$ cat src/rtl/core/earliest_deadline_event_table_assert.svh
// assertion helpers, clocked on clk and held off during rst
`ifndef EARLIEST_DEADLINE_EVENT_TABLE_ASSERT_SVH
`define EARLIEST_DEADLINE_EVENT_TABLE_ASSERT_SVH

// same-cycle implication
`define EDET_ASSERT_IMPL(name, ante, cons) \
  name: assert property (@(posedge clk) disable iff (rst) (ante) |-> (cons)) \
    else $error("edet assertion failed");

// next-cycle implication
`define EDET_ASSERT_NEXT(name, ante, cons) \
  name: assert property (@(posedge clk) disable iff (rst) (ante) |=> (cons)) \
    else $error("edet assertion failed");

`endif

$ cat src/rtl/core/edet_pkg.sv
`timescale 1ns / 1ps
`default_nettype none
package edet_pkg;

  localparam int NUM_TYPES   = 16;
  localparam int TYPE_W      = $clog2(NUM_TYPES);
  localparam int TIME_W      = 32;
  localparam int MASK_W      = 16;
  localparam int QUEUE_DEPTH = 2;

  localparam logic [TIME_W-1:0] IMMEDIATE_TIME = TIME_W'(1);

  localparam logic [3:0] CMD_SCHEDULE = 4'd0;
  localparam logic [3:0] CMD_FORCE    = 4'd1;
  localparam logic [3:0] CMD_FIRE     = 4'd2;
  localparam logic [3:0] CMD_TAKE     = 4'd3;
  localparam logic [3:0] CMD_DONE     = 4'd4;
  localparam logic [3:0] CMD_ENQUEUE  = 4'd5;
  localparam logic [3:0] CMD_FREEZE   = 4'd6;
  localparam logic [3:0] CMD_START    = 4'd7;
  localparam logic [3:0] CMD_SET_UF   = 4'd8;
  localparam logic [3:0] CMD_QUERY    = 4'd9;

  localparam logic [2:0] ACT_NONE   = 3'd0;
  localparam logic [2:0] ACT_ARM    = 3'd1;
  localparam logic [2:0] ACT_START  = 3'd2;
  localparam logic [2:0] ACT_EXEC   = 3'd3;
  localparam logic [2:0] ACT_CANCEL = 3'd4;
  localparam logic [2:0] ACT_QUERY  = 3'd5;

  typedef enum logic [3:0] {
    OP_NONE,
    OP_SCHEDULE,
    OP_FORCE,
    OP_FIRE,
    OP_TAKE,
    OP_DONE,
    OP_ENQUEUE,
    OP_FREEZE,
    OP_START,
    OP_SET_UF,
    OP_QUERY
  } op_t;

  typedef struct packed {
    logic [3:0]        command;
    logic [TYPE_W-1:0] event_type;
    logic [TIME_W-1:0] planned_time;
    logic [TIME_W-1:0] now_time;
    logic              flag_value;
  } req_t;

  typedef struct packed {
    logic [2:0]        action;
    logic [TIME_W-1:0] timer_delay;
    logic [TYPE_W-1:0] chosen_type;
    logic [TIME_W-1:0] chosen_time;
    logic [TIME_W-1:0] queried_time;
    logic              busy_res;
  } rsp_t;

  typedef struct packed {
    op_t               op;
    logic [TYPE_W-1:0] event_type;
    logic              type_ok;
    logic [TIME_W-1:0] value;
    logic [TIME_W-1:0] now_time;
    logic              flag_value;
  } item_t;

endpackage
`default_nettype wire

$ cat src/rtl/core/earliest_deadline_event_table.sv
// every command scans the 16-entry deadline table once; schedule, user force and a
// non-bypass enqueue scan it a second time
// pacing: the back end takes one request at a time, held up by the 16-entry deadline scan
// through the single read port of the deadline memory
// reset: synchronous rst; the deadline table reads as zero at once, no clearing pass
`timescale 1ns / 1ps
`default_nettype none
module earliest_deadline_event_table (
  input  wire logic                        clk,
  input  wire logic                        rst,
  input  wire logic                        req_valid,
  output logic                             req_stall,
  input  edet_pkg::req_t                   req,
  output logic                             rsp_valid,
  input  wire logic                        rsp_stall,
  output edet_pkg::rsp_t                   rsp,
  input  wire logic                        cfg_we,
  input  wire logic [edet_pkg::MASK_W-1:0] cfg_wdata
);
  import edet_pkg::*;

  logic [MASK_W-1:0] freeze_mask;
  logic              f_valid;
  item_t             f_item;
  logic              f_ready;
  logic              q_valid;
  item_t             q_item;
  logic              q_pop;

  always_ff @(posedge clk) begin
    if (rst) begin
      freeze_mask <= '0;
    end else if (cfg_we) begin
      freeze_mask <= cfg_wdata;
    end
  end

  edet_front u_front (
    .clk        (clk),
    .rst        (rst),
    .req_valid  (req_valid),
    .req_stall  (req_stall),
    .req        (req),
    .item_valid (f_valid),
    .item       (f_item),
    .item_ready (f_ready)
  );

  edet_queue u_queue (
    .clk        (clk),
    .rst        (rst),
    .push_valid (f_valid),
    .push_item  (f_item),
    .push_ready (f_ready),
    .pop_valid  (q_valid),
    .pop_item   (q_item),
    .pop        (q_pop)
  );

  edet_back u_back (
    .clk         (clk),
    .rst         (rst),
    .item_valid  (q_valid),
    .item        (q_item),
    .item_pop    (q_pop),
    .freeze_mask (freeze_mask),
    .rsp_valid   (rsp_valid),
    .rsp_stall   (rsp_stall),
    .rsp         (rsp)
  );

endmodule
`default_nettype wire

$ cat src/rtl/core/edet_front.sv
`timescale 1ns / 1ps
`default_nettype none
module edet_front (
  input  wire logic          clk,
  input  wire logic          rst,
  input  wire logic          req_valid,
  output logic               req_stall,
  input  edet_pkg::req_t     req,
  output logic               item_valid,
  output edet_pkg::item_t    item,
  input  wire logic          item_ready
);
  import edet_pkg::*;

  item_t item_next;
  logic  type_ok;
  logic  hold_valid;
  item_t hold;

  always_comb begin
    type_ok = (req.event_type != '0) && (int'(req.event_type) < NUM_TYPES);
    item_next.event_type = req.event_type;
    item_next.type_ok    = type_ok;
    item_next.value      = req.planned_time;
    item_next.now_time   = req.now_time;
    item_next.flag_value = req.flag_value;
    item_next.op         = OP_NONE;
    unique case (req.command)
      CMD_SCHEDULE: begin
        if (type_ok) item_next.op = OP_SCHEDULE;
      end
      CMD_FORCE: begin
        item_next.value = req.now_time;
        if (type_ok) item_next.op = OP_FORCE;
      end
      CMD_FIRE:    item_next.op = OP_FIRE;
      CMD_TAKE:    item_next.op = OP_TAKE;
      CMD_DONE:    item_next.op = OP_DONE;
      CMD_ENQUEUE: begin
        item_next.value = req.now_time;
        if (type_ok) item_next.op = OP_ENQUEUE;
      end
      CMD_FREEZE:  item_next.op = OP_FREEZE;
      CMD_START:   item_next.op = OP_START;
      CMD_SET_UF:  item_next.op = OP_SET_UF;
      CMD_QUERY:   item_next.op = OP_QUERY;
      default:     item_next.op = OP_NONE;
    endcase
  end

  assign req_stall  = hold_valid && !item_ready;
  assign item_valid = hold_valid;
  assign item       = hold;

  always_ff @(posedge clk) begin
    if (rst) begin
      hold_valid <= 1'b0;
    end else if (!hold_valid || item_ready) begin
      hold_valid <= req_valid;
    end
  end

  always_ff @(posedge clk) begin
    if (req_valid && !req_stall) begin
      hold <= item_next;
    end
  end

endmodule
`default_nettype wire

$ cat src/rtl/core/edet_queue.sv
`timescale 1ns / 1ps
`default_nettype none
module edet_queue (
  input  wire logic          clk,
  input  wire logic          rst,
  input  wire logic          push_valid,
  input  edet_pkg::item_t    push_item,
  output logic               push_ready,
  output logic               pop_valid,
  output edet_pkg::item_t    pop_item,
  input  wire logic          pop
);
  import edet_pkg::*;

  localparam int QPTR_W = (QUEUE_DEPTH > 1) ? $clog2(QUEUE_DEPTH) : 1;
  localparam int CNT_W  = $clog2(QUEUE_DEPTH + 1);

  item_t             entries [QUEUE_DEPTH];
  logic [QPTR_W-1:0] wr_ptr;
  logic [QPTR_W-1:0] rd_ptr;
  logic [CNT_W-1:0]  cnt;
  logic              do_push;
  logic              do_pop;

  function automatic logic [QPTR_W-1:0] ptr_inc(input logic [QPTR_W-1:0] p);
    return (p == QPTR_W'(QUEUE_DEPTH - 1)) ? '0 : p + 1'b1;
  endfunction

  assign push_ready = cnt != CNT_W'(QUEUE_DEPTH);
  assign pop_valid  = cnt != '0;
  assign pop_item   = entries[rd_ptr];
  assign do_push    = push_valid && push_ready;
  assign do_pop     = pop && pop_valid;

  always_ff @(posedge clk) begin
    if (rst) begin
      wr_ptr <= '0;
      rd_ptr <= '0;
      cnt    <= '0;
    end else begin
      if (do_push) wr_ptr <= ptr_inc(wr_ptr);
      if (do_pop) rd_ptr <= ptr_inc(rd_ptr);
      if (do_push && !do_pop) begin
        cnt <= cnt + 1'b1;
      end else if (do_pop && !do_push) begin
        cnt <= cnt - 1'b1;
      end
    end
  end

  always_ff @(posedge clk) begin
    if (do_push) entries[wr_ptr] <= push_item;
  end

endmodule
`default_nettype wire

$ cat src/rtl/core/edet_back.sv
`timescale 1ns / 1ps
`default_nettype none
`include "earliest_deadline_event_table_assert.svh"
module edet_back (
  input  wire logic                        clk,
  input  wire logic                        rst,
  input  wire logic                        item_valid,
  input  edet_pkg::item_t                  item,
  output logic                             item_pop,
  input  wire logic [edet_pkg::MASK_W-1:0] freeze_mask,
  output logic                             rsp_valid,
  input  wire logic                        rsp_stall,
  output edet_pkg::rsp_t                   rsp
);
  import edet_pkg::*;

  typedef enum logic [2:0] {
    S_IDLE,
    S_READ,
    S_SCAN,
    S_SCAN_END,
    S_EXEC,
    S_FINISH,
    S_OUT
  } state_t;

  typedef enum logic [1:0] {
    TAG_NONE,
    TAG_CUR,
    TAG_SCAN
  } tag_t;

  typedef enum logic [1:0] {
    RS_NONE,
    RS_ALWAYS,
    RS_CHANGED
  } rs_t;

  state_t             state;
  item_t              cur_item;
  logic [TYPE_W-1:0]  scan_idx;
  logic               pass2;
  logic [TYPE_W-1:0]  best;
  logic [TIME_W-1:0]  bt;
  logic [TIME_W-1:0]  bt_first;
  logic [TIME_W-1:0]  cur;
  tag_t               rd_tag;
  logic [TYPE_W-1:0]  rd_idx;
  rs_t                resched;
  rsp_t               res;
  logic               running;
  logic               frozen;
  logic               uf;
  logic [NUM_TYPES-1:0] forced;
  logic [NUM_TYPES-1:0] valid_bits;

  logic [TIME_W-1:0]  mem [NUM_TYPES];
  logic [TIME_W-1:0]  mem_q;
  logic               vld_q;
  logic [TIME_W-1:0]  rd_val;
  logic [TYPE_W-1:0]  rd_addr;

  logic               wr_en;
  logic [TYPE_W-1:0]  wr_addr;
  logic [TIME_W-1:0]  wr_data;
  logic [TYPE_W-1:0]  t;
  logic [TIME_W-1:0]  val;
  logic               sched_ok;
  logic               bypass;
  logic               out_load;

  function automatic logic elig(input logic [TYPE_W-1:0] i);
    return forced[i] || !uf || !freeze_mask[i];
  endfunction

  assign rd_val   = vld_q ? mem_q : '0;
  assign item_pop = (state == S_IDLE) && item_valid;
  assign rd_addr  = (state == S_READ) ? cur_item.event_type : scan_idx;
  assign out_load = (state == S_OUT) && (!rsp_valid || !rsp_stall);

  always_comb begin
    t        = cur_item.event_type;
    val      = cur_item.value;
    sched_ok = (cur == '0) ||
               ((val == '0) && !forced[t] && (cur_item.op != OP_FORCE)) ||
               ((val != '0) && (val < cur));
    bypass   = !running && !frozen && (!uf || !freeze_mask[t]);
    wr_en    = 1'b0;
    wr_addr  = t;
    wr_data  = val;
    if (state == S_EXEC) begin
      unique case (cur_item.op)
        OP_SCHEDULE, OP_FORCE: wr_en = sched_ok;
        OP_ENQUEUE: begin
          wr_en = bypass || sched_ok;
          if (bypass) wr_data = IMMEDIATE_TIME;
        end
        OP_TAKE: begin
          wr_en   = best != '0;
          wr_addr = best;
          wr_data = '0;
        end
        default: wr_en = 1'b0;
      endcase
    end
  end

  // deadline memory, one write and one registered read a cycle
  always_ff @(posedge clk) begin
    if (wr_en) mem[wr_addr] <= wr_data;
    mem_q <= mem[rd_addr];
    vld_q <= valid_bits[rd_addr];
  end

  always_ff @(posedge clk) begin
    if (rst) begin
      valid_bits <= '0;
    end else if (wr_en) begin
      valid_bits[wr_addr] <= 1'b1;
    end
  end

  always_ff @(posedge clk) begin
    if (rst) begin
      state     <= S_IDLE;
      rd_tag    <= TAG_NONE;
      running   <= 1'b0;
      frozen    <= 1'b0;
      uf        <= 1'b0;
      forced    <= '0;
      rsp_valid <= 1'b0;
    end else begin
      if (rsp_valid && !rsp_stall) rsp_valid <= 1'b0;
      rd_tag <= TAG_NONE;
      rd_idx <= scan_idx;

      if (rd_tag == TAG_CUR) cur <= rd_val;
      if ((rd_tag == TAG_SCAN) && (rd_val != '0) && ((bt == '0) || (rd_val < bt)) &&
          elig(rd_idx)) begin
        bt   <= rd_val;
        best <= rd_idx;
      end

      unique case (state)
        S_IDLE: begin
          if (item_valid) begin
            cur_item <= item;
            state    <= S_READ;
          end
        end
        S_READ: begin
          rd_tag   <= TAG_CUR;
          scan_idx <= '0;
          best     <= '0;
          bt       <= '0;
          pass2    <= 1'b0;
          state    <= S_SCAN;
        end
        S_SCAN: begin
          rd_tag   <= TAG_SCAN;
          scan_idx <= scan_idx + 1'b1;
          if (scan_idx == TYPE_W'(NUM_TYPES - 1)) state <= S_SCAN_END;
        end
        S_SCAN_END: begin
          state <= pass2 ? S_FINISH : S_EXEC;
        end
        S_EXEC: begin
          res     <= '0;
          resched <= RS_NONE;
          state   <= S_OUT;
          unique case (cur_item.op)
            OP_SCHEDULE: begin
              resched  <= RS_CHANGED;
              bt_first <= bt;
              best     <= '0;
              bt       <= '0;
              scan_idx <= '0;
              pass2    <= 1'b1;
              state    <= S_SCAN;
            end
            OP_FORCE: begin
              forced[t] <= 1'b1;
              resched   <= RS_ALWAYS;
              bt_first  <= bt;
              best      <= '0;
              bt        <= '0;
              scan_idx  <= '0;
              pass2     <= 1'b1;
              state     <= S_SCAN;
            end
            OP_FIRE: begin
              if (!running && !frozen) begin
                running    <= 1'b1;
                res.action <= ACT_START;
              end
            end
            OP_TAKE: begin
              if (best == '0) begin
                running <= 1'b0;
              end else begin
                res.action      <= ACT_EXEC;
                res.chosen_type <= best;
                res.chosen_time <= bt;
                forced[best]    <= 1'b0;
              end
            end
            OP_DONE: begin
              running <= 1'b0;
              resched <= RS_ALWAYS;
              state   <= S_FINISH;
            end
            OP_ENQUEUE: begin
              if (bypass) begin
                running         <= 1'b1;
                res.action      <= ACT_START;
                res.chosen_type <= t;
                res.chosen_time <= IMMEDIATE_TIME;
              end else begin
                resched  <= RS_CHANGED;
                bt_first <= bt;
                best     <= '0;
                bt       <= '0;
                scan_idx <= '0;
                pass2    <= 1'b1;
                state    <= S_SCAN;
              end
            end
            OP_FREEZE: begin
              frozen     <= 1'b1;
              res.action <= ACT_CANCEL;
            end
            OP_START: begin
              frozen  <= 1'b0;
              resched <= RS_ALWAYS;
              state   <= S_FINISH;
            end
            OP_SET_UF: uf <= cur_item.flag_value;
            OP_QUERY: begin
              res.action       <= ACT_QUERY;
              res.chosen_type  <= best;
              res.chosen_time  <= bt;
              res.queried_time <= cur_item.type_ok ? cur : '0;
            end
            default: res.action <= ACT_NONE;
          endcase
        end
        S_FINISH: begin
          if (!running && !frozen && (best != '0) &&
              ((resched == RS_ALWAYS) || (bt != bt_first))) begin
            res.action      <= ACT_ARM;
            res.timer_delay <= (cur_item.now_time < bt) ? bt - cur_item.now_time : '0;
            res.chosen_type <= best;
            res.chosen_time <= bt;
          end
          state <= S_OUT;
        end
        S_OUT: begin
          if (out_load) begin
            rsp_valid    <= 1'b1;
            rsp          <= res;
            rsp.busy_res <= running;
            state        <= S_IDLE;
          end
        end
        default: state <= S_IDLE;
      endcase
    end
  end

  `EDET_ASSERT_IMPL(a_arm_idle, rsp_valid && rsp.action == ACT_ARM, rsp.chosen_type != '0 && !rsp.busy_res)
  `EDET_ASSERT_IMPL(a_start_busy, rsp_valid && rsp.action == ACT_START, rsp.busy_res)
  `EDET_ASSERT_NEXT(a_scan_flow, state == S_SCAN, state == S_SCAN || state == S_SCAN_END)
  `EDET_ASSERT_NEXT(a_load_done, out_load, rsp_valid && state == S_IDLE)

endmodule
`default_nettype wire
$ cat config.mk
export PLATFORM = sky130hd
export DESIGN_NAME = earliest_deadline_event_table
export DESIGN_NICKNAME = d
export VERILOG_FILES = /design/src/rtl/core/edet_pkg.sv /design/src/rtl/core/earliest_deadline_event_table.sv /design/src/rtl/core/edet_front.sv /design/src/rtl/core/edet_queue.sv /design/src/rtl/core/edet_back.sv
export VERILOG_INCLUDE_DIRS = /design/src /design/src/rtl/core
export SDC_FILE = /design/constraint.sdc
export NUM_CORES = 2
export LEC_CHECK = 0
export ABC_CLOCK_PERIOD_IN_PS = 27500
export BUFFER_PORTS_ARGS = -buffer_cell sky130_fd_sc_hd__buf_2
export CAP_MARGIN = 20
export CORE_MARGIN = 1
export CORE_UTILIZATION = 35
export DETAILED_ROUTE_END_ITERATION = 6
export SKIP_CTS_REPAIR_TIMING = 1
export SYNTH_ARGS = -nofsm -noshare
export SYNTH_HDL_FRONTEND = slang
export SYNTH_SLANG_ARGS = --single-unit
$ cat constraint.sdc
create_clock -name clk -period 27.5 [get_ports clk]
set_input_delay 8.25 -clock clk [delete_from_list [all_inputs] [get_ports clk]]
set_output_delay 8.25 -clock clk [all_outputs]
set_load 0.01 [all_outputs]
# [Yosys cells after proc, flatten, opt, wreduce, memory -nomap -nowiden]
# Memory sizes are Yosys's and may differ from the RTL's. A register that Yosys moved wholly into a read port is not among the register bits.
# Index checks and enable logic that the tools add are counted.
[totals] regBits=455 latchBits=0 ramBits=660 romBits=0 output_inout_bits=106 n_memories=2
[memory_table] name="u_back.mem" depth=16 width=32 read_ports=1 rd_ports_with_merged_regs=1 wr=1 line_no="edet_back.sv:57" source="logic [TIME_W-1:0] mem [NUM_TYPES];"
[memory_table] name="u_queue.entries" depth=2 width=74 read_ports=1 rd_ports_with_merged_regs=1 wr=1 line_no="edet_queue.sv:18" source="item_t entries [QUEUE_DEPTH];"
[op_classes] addsub=6 multipliers=0 div_mod_pow=0 n_lt_le_gt_ge=11 eq_ne=43 shift=0 muxes=84 n_bitwise=5 n_reduce_logical=82
[op_table] operator="two-way mux 32 bit" count=8
[op_table] operator="one-hot mux 32 bit (2 select lines)" count=4
[op_table] operator="one-hot mux 71 bit (2 select lines)" count=1
[op_table] operator="one-hot mux 36 bit (3 select lines)" count=1
[op_table] operator="zero test 32 bit" count=3
[op_table] operator="less-than comparator 32 bit" count=3
[op_table] operator="two-way mux 36 bit" count=2
[op_table] operator="two-way mux 71 bit" count=1
[op_table] operator="nonzero test 32 bit" count=2
[op_table] operator="one-hot mux 4 bit (10 select lines)" count=1
[op_table] operator="equality test 4 x 3 -> 1 bit (second input constant)" count=8
[op_table] operator="inequality test 32 bit" count=1
[op_table] operator="OR 16 bit" count=2
[op_table] operator="one-hot mux 16 bit (2 select lines)" count=1
[op_table] operator="subtractor 32 bit" count=1
[op_table] operator="less-than comparator 4 x 5 -> 1 bit (second input constant)" count=5
[op_table] operator="equality test 4 bit (second input constant)" count=6
[op_table] operator="two-way mux 1 bit" count=24
[op_table] operator="two-way mux 4 bit" count=6
[op_table] operator="one-hot mux 4 bit (2 select lines)" count=3
[op_table] operator="logical AND 1 bit" count=22
[op_table] operator="one-hot mux 3 bit (7 select lines)" count=1
[op_table] operator="binary-select mux 1 bit (select 4 bit)" count=5
[op_table] operator="bitwise AND 16 bit" count=1
[op_table] operator="other kinds (43)" count=119

# [Depth between registers and ports, before layout]
[logic_depth] ltp_word=12 ltp_mapped=14

# [Modules after synthesis]
# A second synthesis with hierarchy kept.
[unflattened] cells_unflattened=2997 hier_area_um2=49547.5
[modules_own_cells] mod="edet_back" instances=1 cells_each=2561 area_per_inst_um2=40621.5 seq_area_each_um2=28627.5
[modules_own_cells] mod="edet_queue" instances=1 cells_each=254 area_per_inst_um2=5580.4 seq_area_each_um2=4544.4
[modules_own_cells] mod="edet_front" instances=1 cells_each=130 area_per_inst_um2=2765.2 seq_area_each_um2=2242.2
[modules_own_cells] mod="earliest_deadline_event_table" instances=1 cells_each=52 area_per_inst_um2=580.6 seq_area_each_um2=320.3

# [Worst setup path before layout]
# OpenSTA, ideal clock, no wires.
[synth_path] kind="input to register" from="input port rst" to="register, netlist name u_back.rsp[0]" setup_ns=0.716 arrival_ns=16.209 slack_ns=10.575 path_stages=3 n_path_buf=2 path_cell_list="clkbuf_1 clkbuf_1 nor3b_1"
[synth_via] elab_chain_cells=2
[synth_rtl] element="from (decl)" line_no="earliest_deadline_event_table.sv:10" source="input wire logic rst,"
[synth_rtl] element="inverter 1 bit (no source line)"
[synth_rtl] element="AND reduction 3 bit (no source line)"
# Every way passes these cells.
# A chain may end at the register's enable or synchronous reset.

# [Worst setup path in the final report]
[layout_path] from="register u_queue.cnt[0]" to="output port req_stall"
[layout_via] elab_chain_cells=3
[layout_rtl] element="from (decl)" line_no="edet_queue.sv:21" source="logic [CNT_W-1:0] cnt;"
[layout_rtl] element="from (signal assigned)" line_no="edet_queue.sv:44" source="cnt <= cnt + 1'b1;"
[layout_rtl] element="from (signal assigned)" line_no="edet_queue.sv:46" source="cnt <= cnt - 1'b1;"
[layout_rtl] element="inequality test 2 bit" line_no="edet_queue.sv:29" source="assign push_ready = cnt != CNT_W'(QUEUE_DEPTH);"
[layout_rtl] element="zero test 1 bit" line_no="edet_front.sv:51" source="assign req_stall = hold_valid && !item_ready;"
[layout_rtl] element="logical AND 1 bit" line_no="edet_front.sv:51"
[layout_rtl] element="to (decl)" line_no="earliest_deadline_event_table.sv:12" source="output logic req_stall,"
# Every way passes these cells.

==> flow_summary_export.csv <==
group,metric,value,unit
global_routing,track_usage,16.8,%
setup_path,timing.rr.start,"u_back.state[0]",
yosys,ys_ff_latch,1221,
die,ioPinCount,200,
setup_path,critPathMaxStageDelay,340,ps
die,die_area,143000,um2
sta,timing.slew.headroom,24.9,%
sta,fin_skew,30.5,ps
yosys,ys_warn_count,0,
detailed_routing,drt_iter0_drc,3001,
yosys,syn_inst,3034,
sta,fin_crit,10010,ps
layout,instances_no_fill,5254,
detailed_routing,wl_per_cell,23.2,um
clocking,clkTransAtPathRegs,60,ps
sta,fmax,0.0999,GHz
clocking,cts_sinks,1221,
sta,rsz0062_at_grt,"false",
detailed_routing,drc,0,
yosys,synth.top_cells.by_area,"edfxtp_1 68%, mux4_2 6.3%, dfxtp_1 3.8%, mux2_2 2.5%, ha_1 2.4%",
global_routing,grt_pass1_vias,26800,
clocking,root_buffer,"clkbuf_16",
setup_path,reg2reg_depth,10,
yosys,yosysMostFrequentCell,"edfxtp_1",
die,die_y,379,um
layout,drive_gt1_share,21.7,%
place,numPortBuffers,199,
hold_path,hp-start,"u_back.res[70]",
layout,final_nets,3466,
clocking,cts_tree,"done",
clocking,worstSkewPairLatency,730,ps
setup_path,reg2reg_to,"u_back.mem_q[14]",
die,start_util,35.4,%
setup_path,crit_fanout,4,
detailed_routing,drtPass1Iterations,7,
yosys,async_flop_share,0,%
setup_path,cp_data_required_time,19250,ps
clocking,cts_buffer_depth,3,
sta,report.final.slew_viol_count,0,
die,die_x,379,um
yosys,post-synth-top-area-cell,"edfxtp_1",
yosys,synth_common_cells,"1126 x edfxtp_1, 227 x nand2_1, 142 x inv_1, 139 x mux4_2, 131 x and2_1",
layout,area_delta_synth_final,14.8,%
sta,setup_violations,0,
yosys,yosys.cell_types.count,82,
setup_path,cp-start-kind,"register",
global_routing,grt_max_degree,92,
detailed_routing,ant_nets,0,
power_and_ir_drop,ir_worst_vdd,0.0000640,V
yosys,synth_area,49600,um2
power_and_ir_drop,power_density,90.2,nW/um2
detailed_routing,wirelength,122000,um
hold_path,min_to,"u_back.rsp[70]",
yosys,ys_seq_area_share,72.0,%
setup_path,crit_type,"reg2out",
clocking,h-tree-depth,3,
place,dpl.cell_count,5031,
yosys,synth_top_area_share,68.1,%
sta,worst_pin_slew,1110,ps
setup_path,crit_path_cell_trace,"nand2b_1 > nor2_1 > buf_2",
setup_path,critPathArrivalTime,1760,ps
hold_path,hold_path.class,"reg2reg",
setup_path,cp_slowest_cell,"dfxtp_1",
yosys,syn_avg_cell_area,16.4,um2
hold_path,min_path_cells,0,
sta,fin_crit_sh,36.4,%
run_status,status,"complete, no violations",
die,core_region_area,140000,um2
run,maxCapViolations,0,
yosys,synth_ff_type,"edfxtp_1",
global_routing,grt_pass1_wl,178000,um
detailed_routing,routed_via_density,5.23,
power_and_ir_drop,leakagePower,19.3,nW
place,dp_hpwl,77500,um
sta,hold_violations,0,
global_routing,gr-total-overflow,0,
yosys,synth_fp_nets,3223,
detailed_routing,num_vias,27500,
setup_path,endpoint_kind,"output pin",
sta,fin_tns_setup,0,ps
die,fp-row-count,137,
clocking,numCtsBuffers,118,
place,place.gp.congestion,0.892,
yosys,synth_enable_flop_cells,1126,
global_routing,grt_antenna_before_repair,5,
setup_path,r2r_slack,22860,ps
==> metrics by stage <==
stage | util (%) | hold slack, ps | total power [mW] | instance area (um2) | worst slack, ps
2_1_floorplan | - | 400 | 3.16 | 49600 | 10580
3_3_place_gp | 37.8 | 404 | 3.52 | 53000 | 16610
5_1_grt | 40.7 | 403 | 5.36 | 57000 | 17340
4_1_cts | 40.7 | 393 | 5.18 | 56900 | 17330
3_5_place_dp | 37.9 | 405 | 3.54 | 53000 | 16560
6_report | 40.7 | 406 | 5.14 | 57000 | 17490
==> critical path: cells and delay by family (launching register included) <==
family,cells,cell delay (ps)
buffers and inverters,1,200
flip-flops,1,340
AND/OR/NAND/NOR,2,510
==> routing by layer <==
metal / wire (um) / global-route usage [%] / part of all wire [%]
met1: 56600 / 25.0 / 46
met5: 0 / 0 / 0
met4: 2230 / 3.93 / 1.8
met3: 8530 / 3.39 / 7.0
met2: 54700 / 25.3 / 45
==> logic make-up after synthesis <==
group	share of synthesized area [%]
muxes	10.2
buffers and inverters	2.37
DFF	72.0
adders and majority gates	2.41
AOI/OAI and AO/OA	4.64
xor gates and xnor gates	0.953
and+or+nand+nor	7.52
==> sequential cells by signal (all words and copies together) (netlist names), 4 cells and up <==
signal / count
u_back.valid_bits: 16
u_back.forced: 16
u_queue.entries: 148
u_back.rsp: 104
u_back.rd_idx: 4
u_back.val: 32
u_back.mem: 512
u_back.res: 103
u_back.cur_item: 38
u_back.cur: 32
u_back.bt: 32
u_front.item: 74
freeze_mask: 16
u_back.best: 4
u_back.bt_first: 32
u_back.scan_idx: 4
u_back.mem_q: 32
u_back.t: 4
==> power breakdown <==
part / internal (mW) / total (mW) / switching, mW
Sequential: 2.23 / 2.41 / 0.176
Combinational: 0.444 / 1.09 / 0.649
Clock: 0.948 / 1.64 / 0.691
Total: 3.62 / 5.14 / 1.52
==> cell usage in the layout (no fill, tap or decap), types with 17 or more instances in the layout <==
cell	Yosys	layout
inv_1	142	142
clkbuf_16	0	122
nand4_1	25	25
dfxtp_1	95	94
nor2_1	95	91
buf_4	11	58
xor2_1	34	34
nor3_1	45	28
buf_2	32	199
mux4_2	139	139
mux2i_1	67	63
a21o_1	27	27
o21ai_0	49	49
nand3_1	30	30
a31oi_1	44	44
a21oi_1	78	77
xnor2_1	20	20
nand2_1	227	227
clkbuf_1	86	34
and2_1	131	131
nand2b_1	17	17
ha_1	94	94
nor3_2	2	19
nor4_1	81	81
a211oi_1	41	41
edfxtp_1	1126	1126
clkinv_2	0	18
mux2_2	109	108
==> how the worst max path moves through the flow <==
stage               slack, ps              to      startpoint  cells after the start
global route            17340  u_back.rsp[85]             rst                      6
floorplan               10580   u_back.rsp[0]             rst                      3
CTS                     17330  u_back.rsp[15]             rst                      5
detailed placement      16560  u_back.rsp[14]             rst                      5
global placement        16610  u_back.rsp[26]             rst                      5
finish                  17490       req_stall  u_queue.cnt[0]                      3
==> layout make-up <==
| type | count | area, um2 |
|---|---|---|
| fillers | 12700 | 83100 |
| clock inverters | 50 | 568 |
| diodes | 3 | 7.51 |
| inverters | 143 | 537 |
| multi-input cells | 1533 | 13000 |
| flip-flops and latches | 1221 | 35700 |
| clock buffers | 168 | 3350 |
| repair buffers | 260 | 1510 |
| well taps | 1876 | 2350 |
Power figures use the tool's default switching activity.
